$ cat config.mk
export PLATFORM = sky130hd
export DESIGN_NAME = cat_stream_filter_unit
export DESIGN_NICKNAME = d
export VERILOG_FILES = /design/src/rtl/core/csf_pkg.sv /design/src/rtl/core/csf_csr.sv /design/src/rtl/core/csf_front.sv /design/src/rtl/core/csf_emit.sv /design/src/rtl/core/cat_stream_filter_unit.sv
export SDC_FILE = /design/constraint.sdc
export NUM_CORES = 1
export LEC_CHECK = 0
export BUFFER_PORTS_ARGS = -buffer_cell sky130_fd_sc_hd__buf_2
export CAP_MARGIN = 0
export CORE_MARGIN = 2
export CORE_UTILIZATION = 30
export CTS_CLUSTER_DIAMETER = 50
export CTS_CLUSTER_SIZE = 24
export DETAILED_ROUTE_END_ITERATION = 12
export PLACE_DENSITY = 0.5
export SETUP_SLACK_MARGIN = 0.05
export SLEW_MARGIN = 15
export SYNTH_ARGS = -nofsm -noshare
export SYNTH_HDL_FRONTEND = slang
export SYNTH_SLANG_ARGS = --single-unit
$ cat constraint.sdc
create_clock -name clock -period 11.5 [get_ports clock]
set_input_delay 2.3 -clock clock [delete_from_list [all_inputs] [get_ports clock]]
set_output_delay 2.3 -clock clock [all_outputs]
set_load 0.02 [all_outputs]
$ cat src/rtl/core/csf_pkg.sv
// Shared types, constants and the byte rendering function of the cat stream filter.
package csf_pkg;

   localparam int CSR_ADDR_W = 5;
   localparam int CSR_DATA_W = 32;
   localparam int SEQ_DEPTH  = 11;
   localparam int NUM_CHARS  = 7;
   localparam int REND_MAX   = 4;
   localparam int DIGITS     = 6;

   // register indexes
   localparam logic [2:0] REG_NUM_ALL      = 3'd0;
   localparam logic [2:0] REG_NUM_NONBLANK = 3'd1;
   localparam logic [2:0] REG_SQUEEZE      = 3'd2;
   localparam logic [2:0] REG_SHOW_ENDS    = 3'd3;
   localparam logic [2:0] REG_SHOW_TABS    = 3'd4;
   localparam logic [2:0] REG_NONPRINT     = 3'd5;

   // character codes
   localparam logic [7:0] CH_TAB    = 8'h09;
   localparam logic [7:0] CH_NL     = 8'h0A;
   localparam logic [7:0] CH_SPACE  = 8'h20;
   localparam logic [7:0] CH_DOLLAR = 8'h24;
   localparam logic [7:0] CH_DASH   = 8'h2D;
   localparam logic [7:0] CH_ZERO   = 8'h30;
   localparam logic [7:0] CH_QMARK  = 8'h3F;
   localparam logic [7:0] CH_I      = 8'h49;
   localparam logic [7:0] CH_M      = 8'h4D;
   localparam logic [7:0] CH_CARET  = 8'h5E;
   localparam logic [7:0] CH_DEL    = 8'h7F;
   localparam logic [7:0] CTRL_TOP  = 8'd32;
   localparam logic [7:0] CTRL_OFS  = 8'd64;
   localparam logic [3:0] BCD_NINE  = 4'd9;

   typedef struct packed {
      logic number_all_lines;
      logic number_nonblank_lines;
      logic squeeze_blank_lines;
      logic show_line_ends;
      logic show_tab_chars;
      logic show_nonprinting;
   } cfg_type;

   typedef logic [SEQ_DEPTH-1:0][7:0] seq_type;

   typedef struct packed {
      seq_type    seq;
      logic [3:0] cnt;
   } job_type;

   typedef struct packed {
      logic busy;
      logic finishing;
   } emit_status_type;

   typedef struct packed {
      logic [REND_MAX-1:0][7:0] bytes;
      logic [2:0]               cnt;
   } rend_type;

   function automatic rend_type render(input logic [7:0] b, input cfg_type cfg);
      rend_type        r;
      logic [7:0]      lo;
      logic [1:0][7:0] t;
      logic [1:0]      tc;
      r        = '0;
      r.cnt    = 3'd1;
      r.bytes[0] = b;
      lo       = {1'b0, b[6:0]};
      t        = '0;
      tc       = 2'd1;
      if (b == CH_TAB) begin
         if (cfg.show_tab_chars) begin
            r.bytes[0] = CH_CARET;
            r.bytes[1] = CH_I;
            r.cnt      = 3'd2;
         end
      end else if (b == CH_NL) begin
         if (cfg.show_line_ends) begin
            r.bytes[0] = CH_DOLLAR;
            r.bytes[1] = CH_NL;
            r.cnt      = 3'd2;
         end
      end else if (cfg.show_nonprinting) begin
         t[0] = lo;
         if (lo < CTRL_TOP) begin
            t[0] = CH_CARET;
            t[1] = lo + CTRL_OFS;
            tc   = 2'd2;
         end else if (lo == CH_DEL) begin
            t[0] = CH_CARET;
            t[1] = CH_QMARK;
            tc   = 2'd2;
         end
         if (b[7]) begin
            r.bytes[0] = CH_M;
            r.bytes[1] = CH_DASH;
            r.bytes[2] = t[0];
            r.bytes[3] = t[1];
            r.cnt      = 3'd2 + {1'b0, tc};
         end else begin
            r.bytes[1:0] = t;
            r.cnt        = {1'b0, tc};
         end
      end
      return r;
   endfunction

endpackage

$ cat src/rtl/core/csf_csr.sv
// Configuration registers behind the APB-style port.
module csf_csr
   import csf_pkg::*;
(
   input  logic                  clock,
   input  logic                  reset,
   input  logic                  csr_psel,
   input  logic                  csr_penable,
   input  logic                  csr_pwrite,
   input  logic [CSR_ADDR_W-1:0] csr_paddr,
   input  logic [CSR_DATA_W-1:0] csr_pwdata,
   output logic [CSR_DATA_W-1:0] csr_prdata,
   output logic                  csr_pready,
   output cfg_type               cfg
);

   cfg_type    cfg_ff, cfg_in;
   logic [2:0] idx;
   logic       wr;
   logic       rd_bit;

   assign idx        = csr_paddr[4:2];
   assign wr         = csr_psel && csr_penable && csr_pwrite;
   assign csr_pready = 1'b1;
   assign cfg        = cfg_ff;

   always_comb begin
      cfg_in = cfg_ff;
      if (wr) begin
         case (idx)
            REG_NUM_ALL:      cfg_in.number_all_lines      = csr_pwdata[0];
            REG_NUM_NONBLANK: cfg_in.number_nonblank_lines = csr_pwdata[0];
            REG_SQUEEZE:      cfg_in.squeeze_blank_lines   = csr_pwdata[0];
            REG_SHOW_ENDS:    cfg_in.show_line_ends        = csr_pwdata[0];
            REG_SHOW_TABS:    cfg_in.show_tab_chars        = csr_pwdata[0];
            REG_NONPRINT:     cfg_in.show_nonprinting      = csr_pwdata[0];
            default:          cfg_in = cfg_ff;
         endcase
      end
   end

   always_comb begin
      case (idx)
         REG_NUM_ALL:      rd_bit = cfg_ff.number_all_lines;
         REG_NUM_NONBLANK: rd_bit = cfg_ff.number_nonblank_lines;
         REG_SQUEEZE:      rd_bit = cfg_ff.squeeze_blank_lines;
         REG_SHOW_ENDS:    rd_bit = cfg_ff.show_line_ends;
         REG_SHOW_TABS:    rd_bit = cfg_ff.show_tab_chars;
         REG_NONPRINT:     rd_bit = cfg_ff.show_nonprinting;
         default:          rd_bit = 1'b0;
      endcase
   end

   assign csr_prdata = {{(CSR_DATA_W-1){1'b0}}, rd_bit};

   always_ff @(posedge clock) begin
      if (reset) begin
         cfg_ff <= '0;
      end else begin
         cfg_ff <= cfg_in;
      end
   end

endmodule

$ cat src/rtl/core/csf_front.sv
// Input side: line state, squeeze decision, line numbering and byte sequence build.
module csf_front
   import csf_pkg::*;
(
   input  logic       clock,
   input  logic       reset,
   input  cfg_type    cfg,
   input  logic       req_tvalid,
   output logic       req_tready,
   input  logic [7:0] req_tdata,
   input  logic       req_tuser,
   input  logic       take_ok,
   output logic       job_load,
   output job_type    job
);

   logic                     after_nl_ff, after_nl_in;
   logic                     last_empty_ff, last_empty_in;
   logic [DIGITS-1:0][3:0]   bcd_ff, bcd_in;   // [0] is the units digit

   logic                     accept;
   logic                     chunk_start;
   logic                     empty;
   logic                     drop;
   logic                     numbered;
   logic                     all_nine;
   logic                     carry;
   logic                     lead;
   logic [DIGITS-1:0][3:0]   bcd_inc;
   logic [3:0]               dig;
   logic [NUM_CHARS-1:0][7:0] num_chars;
   rend_type                 rend;

   assign req_tready  = take_ok;
   assign accept      = req_tvalid && req_tready;
   assign chunk_start = req_tuser || after_nl_ff;
   assign empty       = (req_tdata == CH_NL);
   assign drop        = chunk_start && cfg.squeeze_blank_lines && last_empty_ff && empty;
   assign numbered    = after_nl_ff &&
                        (cfg.number_nonblank_lines ? !empty : cfg.number_all_lines);
   assign job_load    = accept && !drop;
   assign rend        = render(req_tdata, cfg);

   // decimal counter, saturating at all nines
   always_comb begin
      all_nine = 1'b1;
      carry    = 1'b1;
      for (int i = 0; i < DIGITS; i++) begin
         all_nine = all_nine && (bcd_ff[i] == BCD_NINE);
         if (carry) begin
            if (bcd_ff[i] == BCD_NINE) begin
               bcd_inc[i] = 4'd0;
            end else begin
               bcd_inc[i] = bcd_ff[i] + 4'd1;
               carry      = 1'b0;
            end
         end else begin
            bcd_inc[i] = bcd_ff[i];
         end
      end
      if (all_nine) begin
         bcd_inc = bcd_ff;
      end
   end

   // six right-aligned digits, leading zeros as blanks, then a tab
   always_comb begin
      lead = 1'b1;
      dig  = '0;
      for (int p = 0; p < DIGITS; p++) begin
         dig = bcd_inc[DIGITS-1-p];
         if (lead && (dig == 4'd0) && (p < DIGITS-1)) begin
            num_chars[p] = CH_SPACE;
         end else begin
            lead         = 1'b0;
            num_chars[p] = CH_ZERO + {4'd0, dig};
         end
      end
      num_chars[NUM_CHARS-1] = CH_TAB;
   end

   always_comb begin
      job.seq = '0;
      if (numbered) begin
         job.seq[NUM_CHARS-1:0]                  = num_chars;
         job.seq[NUM_CHARS+REND_MAX-1:NUM_CHARS] = rend.bytes;
         job.cnt = 4'(NUM_CHARS) + {1'b0, rend.cnt};
      end else begin
         job.seq[REND_MAX-1:0] = rend.bytes;
         job.cnt = {1'b0, rend.cnt};
      end
   end

   always_comb begin
      after_nl_in   = after_nl_ff;
      last_empty_in = last_empty_ff;
      bcd_in        = bcd_ff;
      if (job_load) begin
         after_nl_in = empty;
         if (chunk_start) begin
            last_empty_in = empty;
         end
         if (numbered) begin
            bcd_in = bcd_inc;
         end
      end
   end

   always_ff @(posedge clock) begin
      if (reset) begin
         after_nl_ff   <= 1'b1;
         last_empty_ff <= 1'b0;
         bcd_ff        <= '0;
      end else begin
         after_nl_ff   <= after_nl_in;
         last_empty_ff <= last_empty_in;
         bcd_ff        <= bcd_in;
      end
   end

endmodule

$ cat src/rtl/core/csf_emit.sv
// Output side: holds one expanded item and plays it out one beat per cycle while the output is not stalled.
module csf_emit
   import csf_pkg::*;
(
   input  logic            clock,
   input  logic            reset,
   input  logic            job_load,
   input  job_type         job,
   output logic            take_ok,
   output emit_status_type status,
   output logic            rsp_tvalid,
   input  logic            rsp_tready,
   output logic [7:0]      rsp_tdata,
   output logic            rsp_tlast
);

   logic       wk_valid_ff, wk_valid_in;
   logic [3:0] idx_ff, idx_in;
   seq_type    seq_ff, seq_in;
   logic [3:0] cnt_ff, cnt_in;
   logic       out_valid_ff, out_valid_in;
   logic [7:0] out_byte_ff, out_byte_in;
   logic       out_last_ff, out_last_in;

   logic       slot;
   logic       emit;
   logic       at_last;
   logic       finishing;

   assign slot      = !out_valid_ff || rsp_tready;
   assign emit      = wk_valid_ff && slot;
   assign at_last   = (idx_ff == (cnt_ff - 4'd1));
   assign finishing = emit && at_last;
   assign take_ok   = !wk_valid_ff || finishing;

   assign status.busy      = wk_valid_ff;
   assign status.finishing = finishing;

   assign rsp_tvalid = out_valid_ff;
   assign rsp_tdata  = out_byte_ff;
   assign rsp_tlast  = out_last_ff;

   always_comb begin
      wk_valid_in = wk_valid_ff;
      idx_in      = idx_ff;
      seq_in      = seq_ff;
      cnt_in      = cnt_ff;
      if (finishing) begin
         wk_valid_in = 1'b0;
      end else if (emit) begin
         idx_in = idx_ff + 4'd1;
      end
      if (job_load) begin
         wk_valid_in = 1'b1;
         idx_in      = 4'd0;
         seq_in      = job.seq;
         cnt_in      = job.cnt;
      end
   end

   always_comb begin
      out_valid_in = out_valid_ff;
      out_byte_in  = out_byte_ff;
      out_last_in  = out_last_ff;
      if (emit) begin
         out_valid_in = 1'b1;
         out_byte_in  = seq_ff[idx_ff];
         out_last_in  = at_last;
      end else if (rsp_tready) begin
         out_valid_in = 1'b0;
      end
   end

   always_ff @(posedge clock) begin
      if (reset) begin
         wk_valid_ff  <= 1'b0;
         idx_ff       <= '0;
         out_valid_ff <= 1'b0;
      end else begin
         wk_valid_ff  <= wk_valid_in;
         idx_ff       <= idx_in;
         out_valid_ff <= out_valid_in;
      end
   end

   always_ff @(posedge clock) begin
      seq_ff      <= seq_in;
      cnt_ff      <= cnt_in;
      out_byte_ff <= out_byte_in;
      out_last_ff <= out_last_in;
   end

endmodule

$ cat src/rtl/core/cat_stream_filter_unit.sv
// Top level of the cat stream filter: config port, input stage and beat emitter.
// A kept beat loads the work register; its first byte then loads the output register.
// Throughput: one input beat per cycle while each byte renders to one output beat and
// the output is not stalled; a byte that expands to n output beats (up to 11 with a
// line number) holds the one-item work register; the input stalls while it is occupied.
// Reset clears config, line state (line start set, counter zero) and both valid flags.
module cat_stream_filter_unit
   import csf_pkg::*;
(
   input  logic                  clock,
   input  logic                  reset,
   input  logic                  req_tvalid,
   output logic                  req_tready,
   input  logic [7:0]            req_tdata,   // [7:0] in_byte
   input  logic                  req_tuser,   // [0] first_of_file
   output logic                  rsp_tvalid,
   input  logic                  rsp_tready,
   output logic [7:0]            rsp_tdata,   // [7:0] out_byte
   output logic                  rsp_tlast,
   input  logic                  csr_psel,
   input  logic                  csr_penable,
   input  logic                  csr_pwrite,
   input  logic [CSR_ADDR_W-1:0] csr_paddr,
   input  logic [CSR_DATA_W-1:0] csr_pwdata,
   output logic [CSR_DATA_W-1:0] csr_prdata,
   output logic                  csr_pready
);

   cfg_type         cfg;
   job_type         job;
   logic            job_load;
   logic            take_ok;
   emit_status_type status;

   csf_csr u_csr (
      .clock       (clock),
      .reset       (reset),
      .csr_psel    (csr_psel),
      .csr_penable (csr_penable),
      .csr_pwrite  (csr_pwrite),
      .csr_paddr   (csr_paddr),
      .csr_pwdata  (csr_pwdata),
      .csr_prdata  (csr_prdata),
      .csr_pready  (csr_pready),
      .cfg         (cfg)
   );

   csf_front u_front (
      .clock      (clock),
      .reset      (reset),
      .cfg        (cfg),
      .req_tvalid (req_tvalid),
      .req_tready (req_tready),
      .req_tdata  (req_tdata),
      .req_tuser  (req_tuser),
      .take_ok    (take_ok),
      .job_load   (job_load),
      .job        (job)
   );

   csf_emit u_emit (
      .clock      (clock),
      .reset      (reset),
      .job_load   (job_load),
      .job        (job),
      .take_ok    (take_ok),
      .status     (status),
      .rsp_tvalid (rsp_tvalid),
      .rsp_tready (rsp_tready),
      .rsp_tdata  (rsp_tdata),
      .rsp_tlast  (rsp_tlast)
   );

`ifndef ASSERT_OFF
   // a kept beat always lands in the work register
   a_load_busy: assert property (@(posedge clock) disable iff (reset)
      job_load |=> status.busy)
      else $error("loaded item not held by emitter");

   // only a squeezed empty line may be accepted without producing work
   a_drop_squeeze: assert property (@(posedge clock) disable iff (reset)
      (req_tvalid && req_tready && !job_load) |->
      (cfg.squeeze_blank_lines && (req_tdata == CH_NL)))
      else $error("input beat dropped without squeeze");

   // input is only taken when the work register is free or drains this cycle
   a_ready_free: assert property (@(posedge clock) disable iff (reset)
      req_tready |-> (!status.busy || status.finishing))
      else $error("ready while emitter still holds an item");
`endif

endmodule

### Yosys cells after proc, flatten, opt, wreduce, memory -nomap -nowiden

Cells that the tools add are included.

| operators by class | value |
|---|---|
| add/subtract/negate cells | 17 |
| magnitude comparators | 2 |
| equality and inequality tests | 15 |
| multiplexer cells | 56 |
| bitwise operators | 2 |
| reduce and logical (&&, ||, !) cells | 45 |

Operators with widths:

| operator | number |
|---|---|
| $mux W16 | 4 |
| $mux W19 | 3 |
| $mux W8 | 6 |
| $mux W4 | 11 |
| $add A6 B4 Y7 const A | 6 |
| $mux W36 | 1 |
| $mux W35 | 1 |
| $bmux W8 S4 | 1 |
| $add A4 B1 Y4 const B | 7 |
| $eq A4 B4 Y1 const B | 6 |
| $mux W24 | 1 |
| $logic_not A4 Y1 | 5 |
| $mux W20 | 1 |
| $logic_and A1 B1 Y1 | 19 |
| $mux W1 | 18 |
| $mux W18 | 1 |
| $reduce_and A2 Y1 | 9 |
| $eq A8 B4 Y1 const B | 2 |
| $mux W15 | 1 |
| $mux W14 | 1 |
| $mux W2 | 5 |
| $add A7 B7 Y8 const B | 1 |
| $eq A7 B7 Y1 const B | 1 |
| $lt A7 B6 Y1 const B | 1 |
| 15 further kinds | 25 |

| storage, ports and cells | value |
|---|---|
| register bits after elaboration | 139 |
| bits of input ports | 53 |
| output and inout port bits | 44 |

### Logic depth before layout (Yosys ltp)

Gate-level depths: netlist of the first run.

| logic depth | value |
|---|---|
| word-level depth | 19 |
| mapped depth | 10 |
| gate-level depth less buffers | 9 |

### Hierarchy

A second synthesis of the first run with hierarchy kept.

| second synthesis, totals | value |
|---|---|
| cells, all modules | 767 |
| area, all modules | 7947.6 um2 |

Modules (own cells, without submodules):

| module | times used | cells an instance | area each (um2) | sequential area each (um2) |
|---|---|---|---|---|
| csf_emit | 1 | 225 | 4252.8 | 3153.0 |
| csf_front | 1 | 473 | 3093.0 | 520.5 |
| csf_csr | 1 | 69 | 601.8 | 120.1 |

### Worst setup path after synthesis of the first run

OpenSTA, ideal clock, no wires.

| path | value |
|---|---|
| path kind | input to register |
| start | input req_tdata[5] |
| end | register u_emit.cnt_ff[0], enable pin |
| setup time | 0.520 ns |
| data arrival time | 6.106 ns |
| path slack | 4.874 ns |
| stages on the path | 4 |
| buffers on the path | 1 |
| cells stage by stage | buf_2 -> or3b_2 -> o41ai_4 -> nor2_1 |

| between the ends | value |
|---|---|
| cells in the longest elaborated chain, start to end | 4 |

RTL lines:

| what | RTL line | RTL |
|---|---|---|
| start, declared | cat_stream_filter_unit.sv:14 | `input logic [7:0] req_tdata,` |
| $eq A8 B4 Y1 | csf_front.sv:37 | `assign empty = (req_tdata == CH_NL);` |
| $logic_and A1 B1 Y1 | csf_front.sv:38 | `assign drop = chunk_start && cfg.squeeze_blank_lines && last_empty_ff && empty;` |
| $logic_not A1 Y1 | csf_front.sv:41 | `assign job_load = accept && !drop;` |
| $logic_and A1 B1 Y1 | csf_front.sv:41 |  |
| named net job_load | cat_stream_filter_unit.sv:31 | `logic job_load;` |
| end signal, assigned | csf_emit.sv:88 | `cnt_ff <= cnt_in;` |
| end, declared | csf_emit.sv:20 | `logic [3:0] cnt_ff, cnt_in;` |

The timed path passes the listed nets, and every way through them passes these cells.
A chain may end at the register's enable or synchronous reset.

### Worst setup path in the final report of the first run

| path | value |
|---|---|
| start | input rsp_tready |
| end | output req_tready |

| between the ends | value |
|---|---|
| cells in the longest elaborated chain, start to end | 4 |

RTL lines:

| what | RTL line | RTL |
|---|---|---|
| start, declared | cat_stream_filter_unit.sv:17 | `input logic rsp_tready,` |
| $logic_or A1 B1 Y1 | csf_emit.sv:30 | `assign slot = !out_valid_ff \|\| rsp_tready;` |
| $logic_and A1 B1 Y1 | csf_emit.sv:31 | `assign emit = wk_valid_ff && slot;` |
| $logic_and A1 B1 Y1 | csf_emit.sv:33 | `assign finishing = emit && at_last;` |
| $logic_or A1 B1 Y1 | csf_emit.sv:34 | `assign take_ok = !wk_valid_ff \|\| finishing;` |
| end, declared | cat_stream_filter_unit.sv:13 | `output logic req_tready,` |

No other way between the ends.

==> flow_summary.json, run 1 <==
{
  "clock_sinks": 124,
  "p_leak_uw": 0.00282,
  "ir_drop_mv": 0.0943,
  "power.density_nw_per_um2": 142,
  "timing.rr.end": "u_emit.seq_ff[73]",
  "critPathMaxStageDelay_ns": 0.41,
  "vias": 5194,
  "hold_start": "u_emit.wk_valid_ff",
  "synth_area_um2": 7050,
  "synth_compound_area_share_pct": 10.8,
  "intPower_uw": 861,
  "finalSetupTns_ns": 0,
  "seqPwrFrac_pct": 44.7,
  "grt_overflow_total": 0,
  "dr.pass1.iters": 6,
  "worstPathMaxFanout": 16,
  "synthSimpleGateAreaFrac_pct": 20.2,
  "drtIter0Drc": 474,
  "diodes": 0,
  "track_usage_pct": 14.7,
  "crit_chain": "buf_2, nand2b_1, a31oi_1, buf_4, inv_1, buf_2",
  "synth_cell_types": 67,
  "dpl.hpwl_um": 11800,
  "path_clk_slew_ns": 0.06,
  "rr_worst_depth": 6,
  "die_h_um": 157,
  "cts_made_buffers": 17,
  "io_buffer_count": 31,
  "rsz0062_at_grt": "no",
  "h-tree-depth": 4,
  "synthCells": 715,
  "synth-main-ff-cell": "edfxtp_1",
  "initial_core_util_pct": 30.3,
  "ctsHoldBuffers": 0,
  "tritoncts": "built",
  "row_count": 56,
  "swShare_pct": 23.5,
  "outcome": "finished clean",
  "cts_resized": 0,
  "ios": 97,
  "muxShareOfSynthArea_pct": 9.43,
  "cts_root_buf": "clkbuf_16",
  "power_uw": 1130,
  "die_area_um2": 24700,
  "fmax_ghz": 0.173,
  "synth_seq_area_share_pct": 47.5,
  "cap_violations": 0,
  "worst-r2r-setup-slack_ns": 7.67,
  "syn2layout_area_growth_pct": 12.2,
  "hold_class": "reg -> reg",
  "critical_path_required_ns": 9.20,
  "hold_violations": 0,
  "p_switching_uw": 265,
  "clockPowerShare_pct": 48.0,
  "cts_buffer_depth": 2,
  "worst_pin_slew_ns": 0.903,
  "hold_end": "u_emit.rsp_tvalid",
  "setup_viol": 0,
  "cp_common_cell": "buf_2",
  "holdPathStages": 2,
  "yosysWarnings": 0,
  "fin_nets": 783,
  "synth_top_family_by_area": "simple AND/OR/NAND/NOR gates",
  "startpoint": "rsp_tready",
  "grt_pass1_wl_um": 27600,
  "fp.dieW_um": 157,
  "async_reset_ff_share_pct": 0,
  "ys_seq_elements": 124,
  "fillers": 2387,
  "worstReg2RegStart": "u_emit.idx_ff[2]",
  "worst_ep_arrival_time_ns": 3.49,
  "fin_skew_ns": 0.0133,
  "startpoint_type": "primary input",
  "wirelength_um": 17400,
  "cp_slowest_cell": "inv_1",
  "min_period_over_period_pct": 50.3,
  "endpoint_kind": "primary output",
  "slew_violations": 0,
  "grt_pass1_vias": 4801,
  "post_cts_buffers": 0,
  "antenna_left": 0,
  "gp_congestion": 0.822,
  "grt_antenna_before_repair": 0,
  "drive_above_1_share_pct": 13.4,
  "drc": 0,
  "slew_headroom_pct": 39.6,
  "worstSkewPairLatency_ns": 0.43,
  "synth_edf_count": 86,
  "pwr-share-comb_pct": 7.3,
  "vias_per_cell": 4.91,
  "wire_per_inst_um": 16.4,
  "critPathKind": "in -> out",
  "grt_max_degree": 57,
  "synth_area_per_cell_um2": 9.85,
  "core_um2": 23300,
  "period_minus_slack_ns": 5.79,
  "synthAdderAreaFrac_pct": 0.710,
  "synth-xor-area-share_pct": 3.94
}
logic make-up (layout without fill, tap and decap cells):
group	after synthesis	after routing
buffers and inverters	95	85
AND/OR/NAND/NOR	277	277
AO/OA/AOI/OAI	129	129
multiplexers	54	54
other	2	36
adder cells (fa/ha/maj)	4	4
XOR/XNOR	30	30
flip-flops	124	124
registers in the layout (all words and copies together) (netlist names), 4 cells and up:
| register | cells |
|---|---|
| u_csr.cfg | 6 |
| u_emit.cnt_ff | 4 |
| u_emit.idx_ff | 4 |
| u_emit.rsp_tdata | 8 |
| u_emit.seq_ff | 73 |
| u_front.bcd_ff | 24 |
critical path: cells and delay by family:
family | cells | cell delay [ns]
buf+inv | 4 | 0.95
simple gates | 1 | 0.13
compound gates | 1 | 0.09
power groups by stage:
stage / logic (uW) / clock network (uW) / registers, uW
6_report: 82.6 / 540 / 503
5_1_grt: 91.4 / 571 / 505
4_1_cts: 83.3 / 551 / 503
3_5_place_dp: 83.3 / 0 / 513
3_3_place_gp: 82.8 / 0 / 512
2_1_floorplan: 62.1 / 0 / 516
area by class of cell:
class / instances / area, um2 / area share (%)
clock inverters: 12 / 146 / 1.85
inverters: 16 / 60.1 / 0.760
repair buffers: 37 / 200 / 2.53
well taps: 319 / 399 / 5.05
flip-flops and latches: 124 / 3340 / 42.3
multi-input cells: 530 / 3320 / 42.0
clock buffers: 20 / 437 / 5.52
through the flow:
stage	utilization (%)	hold slack, ns	cells	instance area (um2)	setup slack, ns
after floorplan	-	0.442	749	7170	4.87
after global placement	31.5	0.459	1026	7320	5.71
after detailed placement	31.5	0.467	1026	7320	5.71
after CTS	34.0	0.475	1058	7910	5.71
after global routing	34.0	0.501	1058	7910	5.59
final	34.0	0.472	1058	7910	5.71
cells in the mapped netlist, drive strengths merged, types with 4 or more instances:
cell type | count | area, um2
a21oi | 43 | 215
a22oi | 4 | 30.0
a31oi | 9 | 56.3
and2 | 11 | 68.8
and3 | 8 | 50.1
buf | 57 | 374
clkbuf | 22 | 82.6
dfxtp | 38 | 761
edfxtp | 86 | 2580
ha | 4 | 50.1
inv | 16 | 60.1
mux2 | 9 | 101
mux2i | 36 | 360
mux4 | 9 | 203
nand2 | 56 | 220
nand2b | 4 | 25.0
nand3 | 23 | 115
nand4 | 7 | 43.8
nor2 | 92 | 348
nor2b | 13 | 81.3
nor3 | 25 | 130
nor4 | 6 | 37.5
nor4b | 7 | 82.6
o21ai | 44 | 220
o22ai | 8 | 50.1
xnor2 | 15 | 131
xor2 | 14 | 123
placed cells by master, fill, tap and decap left out, types with 4 or more instances in the layout:
| cell type | count |
|---|---|
| edfxtp_1 | 86 |
| nor4b_1 | 5 |
| nor4_1 | 6 |
| xor2_1 | 14 |
| clkbuf_16 | 17 |
| nor2_1 | 90 |
| a21oi_1 | 43 |
| and3_1 | 8 |
| mux4_2 | 9 |
| mux2_2 | 9 |
| mux2i_1 | 36 |
| and2_1 | 10 |
| inv_1 | 16 |
| buf_4 | 6 |
| nand3_1 | 23 |
| nor3_1 | 24 |
| o21ai_0 | 43 |
| o22ai_1 | 8 |
| xnor2_1 | 15 |
| nand4_1 | 7 |
| nand2_1 | 54 |
| a31oi_1 | 9 |
| conb_1 | 36 |
| clkinv_2 | 4 |
| a22oi_1 | 4 |
| buf_2 | 31 |
| ha_1 | 4 |
| nand2b_1 | 4 |
| nor2b_1 | 13 |
| dfxtp_1 | 38 |
per-layer routing:
layer	vias up	wire, um	track usage (%)	share of wire [%]
met5	-	0	0	0
met4	0	221	4.76	1.3
met3	13	924	3.52	5.3
met2	146	7650	21.4	44
met1	2486	8570	21.4	49
li1	2549	-	-	-
worst max-delay path by stage:
| stage | end | slack (ns) | cells past startpoint |
|---|---|---|---|
| 2_1_floorplan | u_emit.cnt_ff[0] | 4.87 | 4 |
| 3_3_place_gp | req_tready | 5.71 | 6 |
| 3_5_place_dp | req_tready | 5.71 | 6 |
| 4_1_cts | req_tready | 5.71 | 6 |
| 5_1_grt | req_tready | 5.59 | 6 |
| 6_report | req_tready | 5.71 | 6 |
Power figures use the tool's default switching activity.
==> run 2: changes to the inputs <==
--- a/config.mk
+++ b/config.mk
@@ -5,6 +5,7 @@
 export SDC_FILE = /design/constraint.sdc
 export NUM_CORES = 1
 export LEC_CHECK = 0
+export ABC_AREA = 1
 export BUFFER_PORTS_ARGS = -buffer_cell sky130_fd_sc_hd__buf_2
 export CAP_MARGIN = 0
 export CORE_MARGIN = 2
==> constraint.sdc (replaced) <==
create_clock -name clock -period 5.4 [get_ports clock]
set_input_delay 1.08 -clock clock [delete_from_list [all_inputs] [get_ports clock]]
set_output_delay 1.08 -clock clock [all_outputs]
set_load 0.02 [all_outputs]
==> flow_summary.json, run 2 <==
{
  "synthTopCellsByCount": "nand2_1 (114), nor2_1 (105), o21ai_0 (103)",
  "die_h_um": 154,
  "wire_per_inst_um": 15.0,
  "hold_class": "reg -> reg",
  "period_minus_slack_ns": 3.38,
  "place_area_um2": 7110,
  "cts_root_buf": "clkbuf_16",
  "synth_cell_types": 53,
  "wirelength_um": 17000,
  "synth_seq_area_share_pct": 49.2,
  "async_reset_ff_share_pct": 0,
  "grt_pass1_wl_um": 26900,
  "tritoncts": "built",
  "slew_headroom_pct": 35.5,
  "fin_nets": 891,
  "synth_edf_count": 86,
  "vias_per_cell": 4.76,
  "gp_congestion": 0.805,
  "cp_slowest_cell": "buf_4",
  "fin_skew_ns": 0.00986,
  "grt_antenna_before_repair": 0,
  "drive_above_1_share_pct": 12.4,
  "hold_start": "u_emit.rsp_tvalid",
  "worstSkewPairLatency_ns": 0.42,
  "yosys.cell_count.top_type": "nand2_1",
  "ctsHoldBuffers": 0,
  "design_area_um2": 7660,
  "startpoint_type": "flip-flop",
  "fin_cells": 1132,
  "grt_max_degree": 78,
  "power.density_nw_per_um2": 304,
  "synth_area_um2": 6790,
  "dp_cells": 1100,
  "ys_seq_elements": 124,
  "track_usage_pct": 14.7,
  "grt_overflow_total": 0,
  "h-tree-depth": 4,
  "yosys.area.top_type": "edfxtp_1",
  "grt_pass1_vias": 4860,
  "synth-main-ff-cell": "edfxtp_1",
  "initial_core_util_pct": 30.3,
  "synthTopCellsByArea": "edfxtp_1 (38%), dfxtp_1 (11%), o21ai_0 (7.6%)",
  "core_um2": 22400,
  "worstReg2RegStart": "u_emit.idx_ff[0]",
  "min_period_over_period_pct": 62.6,
  "endpoint_kind": "primary output",
  "syn2layout_area_growth_pct": 12.8,
  "worstPathMaxFanout": 26,
  "cts_buffer_depth": 2,
  "worst-r2r-setup-slack_ns": 2.24,
  "fin_util_pct": 34.1,
  "largest_reg_flops": 73,
  "crit_chain": "buf_4, inv_1, buf_4, nand2_1, a21oi_2, nand3_2, o21ai_4, buf_2",
  "critPathKind": "reg -> out",
  "cts_resized": 0,
  "fmax_ghz": 0.296,
  "ios": 97,
  "antenna_left": 0,
  "critPathMaxStageDelay_ns": 0.31,
  "regMostFlops": "u_emit.seq_ff",
  "ir_drop_mv": 0.167,
  "hold_violations": 0,
  "synth_area_per_cell_um2": 8.45,
  "dr.pass1.iters": 5,
  "cap_violations": 0,
  "clock_sinks": 124,
  "critical_path_required_ns": 4.32,
  "diodes": 0,
  "finalSetupTns_ns": 0,
  "synthCells": 803,
  "dpl.hpwl_um": 11800,
  "cp_common_cell": "buf_4",
  "final_cell_mix": "nand2_1 (114), nor2_1 (104), o21ai_0 (103)",
  "outcome": "finished clean",
  "synth.top_cell.area_share_pct": 38.0,
  "fp.dieW_um": 154,
  "path_clk_slew_ns": 0.06,
  "vias": 5383,
  "io_buffer_count": 31,
  "die_area_um2": 23800,
  "drc": 0,
  "final_common_cell": "nand2_1",
  "row_count": 55,
  "worst_pin_slew_ns": 0.966,
  "cts_made_buffers": 17,
  "p_leak_uw": 0.00298,
  "slew_violations": 0,
  "worst_ep_arrival_time_ns": 2.30,
  "drtIter0Drc": 367,
  "rsz0062_at_grt": "no",
  "yosysWarnings": 0,
  "fillers": 2357,
  "startpoint": "u_emit.idx_ff[0]",
  "post_cts_buffers": 0,
  "setup_viol": 0
}
run 2: path summary, 6_finish.rpt:
kind                   endpoint  cells after the start
min           u_emit.rsp_tvalid                      2
max reg2reg  u_front.bcd_ff[21]                     12
min reg2reg   u_emit.rsp_tvalid                      2
max                  req_tready                      8
run 2: layout make-up:
type	instances	area [um2]	share of cell area, %
clock buffer	21	450	5.88
clock inverter	11	98.8	1.29
inverter	89	334	4.36
multi-input combinational	564	2850	37.3
sequential	124	3340	43.7
tap	285	357	4.66
timing repair buffer	38	220	2.88
run 2: power breakdown:
group | internal, uW | leakage (uW) | switching, uW | total (uW)
logic | 49.4 | 0.00158 | 137 | 186
clock network | 642 | 0.000254 | 422 | 1060
registers | 1060 | 0.00115 | 14.4 | 1080
total | 1760 | 0.00298 | 574 | 2330
run 2: worst max-delay path: cells and delay by family, from the launching register on:
kind | cells | cell delay, ns
AO/OA/AOI/OAI | 2 | 0.41
buffers and inverters | 4 | 0.81
AND/OR/NAND/NOR | 2 | 0.35
flip-flops | 1 | 0.30
run 2: logic make-up (layout without fill, tap and decap cells):
logic type / after synthesis / in the layout / share of synthesized area (%)
AOI/OAI and AO/OA: 195 / 195 / 16.3
muxes: 2 / 2 / 0.295
DFF: 124 / 124 / 49.2
adders and majority gates: 4 / 4 / 0.737
other: 2 / 36 / 0.111
and+or+nand+nor: 313 / 313 / 20.9
xor gates and xnor gates: 14 / 14 / 1.81
buffers and inverters: 149 / 159 / 10.7
run 2: through the flow:
stage,total power [uW],worst slack [ns],hold slack [ns]
3_3_place_gp,1290,1.86,0.480
3_5_place_dp,1290,1.79,0.483
4_1_cts,2350,2.01,0.492
6_report,2330,2.02,0.488
2_1_floorplan,1240,1.70,0.456
5_1_grt,2410,1.91,0.536
run 2: routing by layer:
metal | global-route usage (%) | share of wire [%]
met5 | 0 | 0
met1 | 19.8 | 48
met3 | 3.22 | 4.7
met4 | 6.39 | 2.3
met2 | 22.6 | 45
